$ cat src/design/pubs_pkg.sv
// Shared types and constants for the paced uplink bit serializer.
// No dependencies; used by pubs_core and paced_uplink_bit_serializer.

package pubs_pkg;

	localparam int unsigned WIN_W      = 8;
	localparam int unsigned LEFT_W     = 5;
	localparam int unsigned FRAME_W    = 16;
	localparam int unsigned DATA_W     = 15;
	localparam int unsigned KEY_W      = 5;
	localparam int unsigned TALLY_W    = 32;

	// Pacing window length in ticks; a bit may go out once the window is full.
	localparam logic [WIN_W-1:0]  BIT_PULSES = WIN_W'(13);
	localparam logic [LEFT_W-1:0] FRAME_BITS = LEFT_W'(FRAME_W);

	typedef enum logic [1:0] {
		MODE_TICK = 2'd0,
		MODE_DATA = 2'd1,
		MODE_KEY  = 2'd2,
		MODE_BIT  = 2'd3
	} mode_t;

	typedef struct packed {
		logic               pulse_issued;
		logic               pulse_up;
		logic               too_fast;
		logic               bit_refused;
		logic               busy_res;
		logic [TALLY_W-1:0] accepted_count;
		logic [TALLY_W-1:0] refused_count;
		logic [TALLY_W-1:0] words_count;
	} result_t;

	// Key code word: code in the low bits, code again, then its complement.
	function automatic logic [DATA_W-1:0] key_word(input logic [KEY_W-1:0] code);
		return {~code, code, code};
	endfunction

endpackage

$ cat src/design/pubs_core.sv
// Serializer state and per-beat update: pacing window, pending frame, tallies.
// Depends on pubs_pkg.

module pubs_core (
	input  logic                         clk,
	input  logic                         arst_n,
	input  logic                         cfg_we,
	input  logic                         cfg_wdata,
	input  logic                         accept,
	input  logic [1:0]                   mode,
	input  logic [pubs_pkg::DATA_W-1:0]  data_word,
	input  logic [pubs_pkg::KEY_W-1:0]   key_code,
	input  logic                         bit_value,
	input  logic                         program_block,
	input  logic                         crosslink_select,
	output pubs_pkg::result_t            res
);

	logic                          cabin_block_q;
	logic [pubs_pkg::WIN_W-1:0]    win_q, win_n, win_eff;
	logic [pubs_pkg::FRAME_W-1:0]  frame_q, frame_n;
	logic [pubs_pkg::LEFT_W-1:0]   left_q, left_n;
	logic [pubs_pkg::TALLY_W-1:0]  acc_q, acc_n, ref_q, ref_n, words_q, words_n;
	logic [3:0]                    pos;
	logic                          listen, offer, offer_bit, send;
	pubs_pkg::mode_t               mode_e;

	assign mode_e = pubs_pkg::mode_t'(mode);
	assign listen = !cabin_block_q && !program_block && !crosslink_select;
	assign pos    = 4'(left_q - 5'd1);

	always_comb begin
		win_n     = win_q;
		frame_n   = frame_q;
		left_n    = left_q;
		acc_n     = acc_q;
		ref_n     = ref_q;
		words_n   = words_q;
		win_eff   = win_q;
		offer     = 1'b0;
		offer_bit = 1'b0;
		send      = 1'b0;
		res       = '0;
		unique case (mode_e)
			pubs_pkg::MODE_TICK: begin
				if (win_q < pubs_pkg::BIT_PULSES) begin
					win_eff = win_q + 8'd1;
				end
				win_n     = win_eff;
				offer     = (left_q != '0) && (win_eff >= pubs_pkg::BIT_PULSES);
				offer_bit = frame_q[pos];
			end
			pubs_pkg::MODE_DATA, pubs_pkg::MODE_KEY: begin
				send = 1'b1;
			end
			pubs_pkg::MODE_BIT: begin
				offer     = 1'b1;
				offer_bit = bit_value;
			end
			default: begin
				offer = 1'b0;
			end
		endcase

		if (send) begin
			frame_n = {1'b1, (mode_e == pubs_pkg::MODE_DATA) ? data_word
			                                                 : pubs_pkg::key_word(key_code)};
			left_n  = pubs_pkg::FRAME_BITS;
			words_n = words_q + 32'd1;
		end

		// Listening check comes first, so a blocked bit never reads as too fast.
		if (offer) begin
			if (!listen) begin
				ref_n           = ref_q + 32'd1;
				res.bit_refused = 1'b1;
			end else if (win_eff < pubs_pkg::BIT_PULSES) begin
				ref_n           = ref_q + 32'd1;
				res.bit_refused = 1'b1;
				res.too_fast    = 1'b1;
			end else begin
				acc_n            = acc_q + 32'd1;
				win_n            = '0;
				res.pulse_issued = 1'b1;
				res.pulse_up     = offer_bit;
				if (mode_e == pubs_pkg::MODE_TICK) begin
					left_n = left_q - 5'd1;
				end
			end
		end

		res.busy_res       = left_n != '0;
		res.accepted_count = acc_n;
		res.refused_count  = ref_n;
		res.words_count    = words_n;
	end

	always_ff @(posedge clk or negedge arst_n) begin
		if (!arst_n) begin
			cabin_block_q <= 1'b0;
		end else if (cfg_we) begin
			cabin_block_q <= cfg_wdata;
		end
	end

	always_ff @(posedge clk or negedge arst_n) begin
		if (!arst_n) begin
			win_q   <= pubs_pkg::BIT_PULSES;
			frame_q <= '0;
			left_q  <= '0;
			acc_q   <= '0;
			ref_q   <= '0;
			words_q <= '0;
		end else if (accept) begin
			win_q   <= win_n;
			frame_q <= frame_n;
			left_q  <= left_n;
			acc_q   <= acc_n;
			ref_q   <= ref_n;
			words_q <= words_n;
		end
	end

	a_pulse_clears_window: assert property (@(posedge clk) disable iff (!arst_n)
		accept && res.pulse_issued |=> win_q == '0)
		else $error("window not cleared after pulse");

	a_send_loads_frame: assert property (@(posedge clk) disable iff (!arst_n)
		accept && (mode_e == pubs_pkg::MODE_DATA || mode_e == pubs_pkg::MODE_KEY)
		|=> left_q == pubs_pkg::FRAME_BITS && frame_q[pubs_pkg::FRAME_W-1])
		else $error("send did not load a flagged frame");

	a_left_bounded: assert property (@(posedge clk) disable iff (!arst_n)
		left_q <= pubs_pkg::FRAME_BITS)
		else $error("pending bit count out of range");

	a_one_tally_per_offer: assert property (@(posedge clk) disable iff (!arst_n)
		accept |=> (acc_q - $past(acc_q)) + (ref_q - $past(ref_q)) <= 32'd1)
		else $error("more than one bit tallied in a beat");

	a_window_bounded: assert property (@(posedge clk) disable iff (!arst_n)
		win_q <= pubs_pkg::BIT_PULSES)
		else $error("pacing window past its limit");

endmodule

$ cat src/design/paced_uplink_bit_serializer.sv
// Top level of the paced uplink bit serializer: handshake and result register.
// Depends on pubs_pkg and pubs_core.

// Takes one beat per clock cycle when not stalled and returns exactly one
// result beat for it from the result register. Each beat (tick, frame send or
// direct bit) is settled combinationally by pubs_core; the input stalls only
// while a result sits in the result register and the output side stalls it.
// Write the cabin switch register only while no beat is in flight.

module paced_uplink_bit_serializer (
	input  logic                             clk,
	input  logic                             arst_n,
	input  logic                             cfg_we,
	input  logic                             cfg_wdata,
	input  logic                             in_valid,
	output logic                             in_stall,
	input  logic [1:0]                       mode,
	input  logic [pubs_pkg::DATA_W-1:0]      data_word,
	input  logic [pubs_pkg::KEY_W-1:0]       key_code,
	input  logic                             bit_value,
	input  logic                             program_block,
	input  logic                             crosslink_select,
	output logic                             out_valid,
	input  logic                             out_stall,
	output logic                             pulse_issued,
	output logic                             pulse_up,
	output logic                             too_fast,
	output logic                             bit_refused,
	output logic                             busy_res,
	output logic [pubs_pkg::TALLY_W-1:0]     accepted_count,
	output logic [pubs_pkg::TALLY_W-1:0]     refused_count,
	output logic [pubs_pkg::TALLY_W-1:0]     words_count
);

	logic              accept;
	logic              out_valid_q;
	pubs_pkg::result_t res, res_q;

	// Hold the input only while the stored result cannot leave this cycle.
	assign in_stall = out_valid_q && out_stall;
	assign accept   = in_valid && !in_stall;

	pubs_core u_core (
		.clk              (clk),
		.arst_n           (arst_n),
		.cfg_we           (cfg_we),
		.cfg_wdata        (cfg_wdata),
		.accept           (accept),
		.mode             (mode),
		.data_word        (data_word),
		.key_code         (key_code),
		.bit_value        (bit_value),
		.program_block    (program_block),
		.crosslink_select (crosslink_select),
		.res              (res)
	);

	always_ff @(posedge clk or negedge arst_n) begin
		if (!arst_n) begin
			out_valid_q <= 1'b0;
		end else if (!in_stall) begin
			out_valid_q <= in_valid;
		end
	end

	always_ff @(posedge clk) begin
		if (accept) begin
			res_q <= res;
		end
	end

	assign out_valid      = out_valid_q;
	assign pulse_issued   = res_q.pulse_issued;
	assign pulse_up       = res_q.pulse_up;
	assign too_fast       = res_q.too_fast;
	assign bit_refused    = res_q.bit_refused;
	assign busy_res       = res_q.busy_res;
	assign accepted_count = res_q.accepted_count;
	assign refused_count  = res_q.refused_count;
	assign words_count    = res_q.words_count;

endmodule

$ cat config.mk
export PLATFORM = sky130hd
export DESIGN_NAME = paced_uplink_bit_serializer
export DESIGN_NICKNAME = d
export VERILOG_FILES = /design/src/design/pubs_pkg.sv /design/src/design/pubs_core.sv /design/src/design/paced_uplink_bit_serializer.sv
export SDC_FILE = /design/constraint.sdc
export NUM_CORES = 1
export LEC_CHECK = 0
export ABC_AREA = 1
export BUFFER_PORTS_ARGS = -buffer_cell sky130_fd_sc_hd__buf_2
export CELL_PAD_IN_SITES_DETAIL_PLACEMENT = 1
export CELL_PAD_IN_SITES_GLOBAL_PLACEMENT = 2
export CORE_MARGIN = 5
export CORE_UTILIZATION = 38
export DETAILED_ROUTE_END_ITERATION = 8
export PLACE_DENSITY = 0.83
export SETUP_SLACK_MARGIN = 0.3
export SLEW_MARGIN = 20
export SYNTH_ARGS = -nofsm -noshare
export SYNTH_HDL_FRONTEND = slang
export SYNTH_HIERARCHICAL = 1
export SYNTH_SLANG_ARGS = --single-unit
$ cat constraint.sdc
create_clock -name clk -period 10.7 [get_ports clk]
set_input_delay 1.605 -clock clk [delete_from_list [all_inputs] [get_ports clk]]
set_output_delay 1.605 -clock clk [all_outputs]
set_load 0.005 [all_outputs]
==> summary.txt <==
CP Launch Type = primary input
DIE WIDTH = 184 um
Dpl ws = 6.07 ns
Synth Register Bits = 228
Fin util = 44.8%
Final Instance Area = 0.0133 mm^2
Skew final = 0.0135 ns
Max-Cap Viols = 0
CTS tree = built
Crit path capture type = flop
Slew @ Worst Pin = 1.10 ns
Die Y = 184 um
Yosys warnings = 6
Hold buffer count at CTS = 0
Syn Inst Count = 1,359
Cell taking the most area after synthesis = dfrtp_1
IO Pins = 134
Clk slew on worst S/H paths = 0.06 ns
Syn Std Cell Area = 0.0114 mm^2
Status = complete, no violations
Worst EP arrival = 4.49 ns
Final Power = 2.44 mW
GPL Wtd Cong = 0.788
Final Hold Viols = 0
DRC = 0
Final setup vio count = 0
Min Tclk post-route = 4.06 ns
HPWL Detailed = 20,800 um
Antenna diodes = 0
Critical path class = primary input to flop
Total GRT Usage = 17.7%
Clk sinks = 228
Period utilisation layout = 37.9%
Max Fanout on Critical Path = 75
Core Box Area = 0.0297 mm^2
Final worst setup slack = 6.64 ns
Fraction of the yosys area taken by sequential cells = 54.3%
Root Driver = clkbuf_16
DRT antenna net count = 0
Number of synthesized flops with an enable pin = 101
Drt first-iter violations = 439
Hold Path Class = flop to flop
DP Area = 0.0124 mm^2
Final max-slew violation count = 0
Vias in the first global route = 9,887
Reg2Reg Depth = 15
Pin count of the biggest net entering global routing = 104
Top cells by area, synth = dfrtp_1, edfxtp_1, nand2_1, inv_1, nand3_1
DR vias/cell = 4.94
Worst reg2reg path startpoint = u_core/win_q[1]
Syn avg cell area = 8.42 um^2
Initial core utilization = 38.5%
Cells after DPL = 1,847
Post-synth ARST share = 55.7%
Worst-skew pair later-pin latency = 0.54 ns
Initial antenna violation count = 0
Total die area = 0.0337 mm^2
Most used flip-flop cell after synthesis = dfrtp_1
WHS Path Cells = 1
PostCTS Resize Cnt = 0
Cell leakage power = 6.08 nW
Drt total wl = 30,100 um
Number of buffers created by CTS = 27
Final std cells w/o fill = 1,897
Routed via count = 9,368
Initial DRT Pass Iterations = 4
Share of the synthesized area in the top cell type = 27.1%
Hold path start = u_core/frame_q[15]
Setup TNS = 0 ns
Grt ovf = 0
Slew HR = 26.4%
Distinct cells, synth = 43
Max VDD drop = 0.000117 V
Worst EP required = 11.14 ns
Cell row count = 63
Power per Cell Area = 183 mW/mm^2
H-tree levels = 1
Total Nets Final = 1,527
Syn Nets = 1,400
Setup bufs post-CTS = 0
WL/cell = 15.8 um
Hold slack = 0.470 ns
Worst Setup SP = in_valid
Fmax = 0.247 GHz
Clk buf depth = 3
RSZ-0062 raised after global routing = false
PortBufs = 133
First-pass GRT wire length = 49,900 um
Share of cells above drive strength 1 = 13.7%
Area delta synth->final = 16.4%
[report_power, final]
| group | total [mW] | switching [mW] | internal, mW | leakage, nW |
|---|---|---|---|---|
| Sequential | 1.15 | 0.0897 | 1.06 | 2.65 |
| Combinational | 0.366 | 0.240 | 0.125 | 3.00 |
| Clock | 0.925 | 0.377 | 0.548 | 0.430 |
[path summary, 6_finish.rpt]
| check | to | slack (ns) |
|---|---|---|
| worst max-delay path | u_core/frame_q[10] | 6.64 |
| worst min-delay path | u_core/frame_q[15] | 0.47 |
| worst max register to register | accepted_count[7] | 7.33 |
| worst min register to register | u_core/frame_q[15] | 0.47 |
| max in group asynchronous | u_core/ref_q[7] | 8.27 |
| min in group asynchronous | u_core/acc_q[19] | 1.06 |
[registers in the layout, indices dropped and copies added (netlist names), 5 cells and up]
signal / cells
u_core/frame_q: 16
u_core/acc_q: 32
u_core/left_q: 5
u_core/win_q: 8
u_core/words_q: 32
accepted_count: 32
refused_count: 32
u_core/ref_q: 32
words_count: 32
[synthesized netlist by cell type (10+ instances only)]
master    count
nor3_1       24
edfxtp_1    101
xor2_1       30
and2_1       14
ha_1         10
nand2_1     477
o21ai_0      83
a21oi_1      21
dfrtp_1     124
nand4_1      30
nor2_1       71
clkbuf_1     18
nor4_1       15
o21ai_1      16
inv_1       160
nand3_1      85
[cells by family (layout without fill, tap and decap cells)]
kind of cell	Yosys count	in the layout	share of synthesized area, %
adder cells (fa/ha/maj)	10	10	1.09
flip-flops	228	228	54.3
multiplexers	2	2	0.186
XOR/XNOR	37	37	2.83
buffers and inverters	206	354	7.45
AO/OA/AOI/OAI	134	134	6.22
AND/OR/NAND/NOR	742	742	27.9
[worst max-delay path, stage by stage]
cell and delay, ns:
buf_2 0.07, inv_1 0.06, a21oi_4 0.10, buf_4 0.62, buf_4 0.77, nand2_1 0.54
a21oi_1 0.38, o21ai_0 0.16, o21ai_0 0.11
[routing by layer]
layer / GRT usage [%] / vias up / routed length [um]
li1: - / 4647 / -
met1: 23.9 / 4567 / 13900
met2: 31.1 / 121 / 14600
met3: 2.41 / 33 / 1060
met4: 3.10 / 0 / 485
met5: 0 / - / 0
[final cells by class]
type | count | area [um^2]
Inverter | 165 | 622
Tap cell | 390 | 488
Timing Repair Buffer | 139 | 717
Clock buffer | 30 | 707
Sequential cell | 228 | 6210
Clock inverter | 20 | 186
Multi-Input combinational cell | 925 | 4380
Fill cell | 3559 | 16400
[placed cells by master (no fill, tap or decap), types with 14 or more instances in the layout]
cell type / instances
o21ai_1: 16
edfxtp_1: 101
o21ai_0: 83
nor3_1: 24
clkbuf_16: 27
xor2_1: 30
buf_2: 132
a21oi_1: 20
nand2_1: 477
inv_1: 160
nand3_1: 85
nand4_1: 30
dfrtp_1: 124
and2_1: 14
nor2_1: 71
nor4_1: 15
Note: power is estimated with default switching activity, not from simulation.
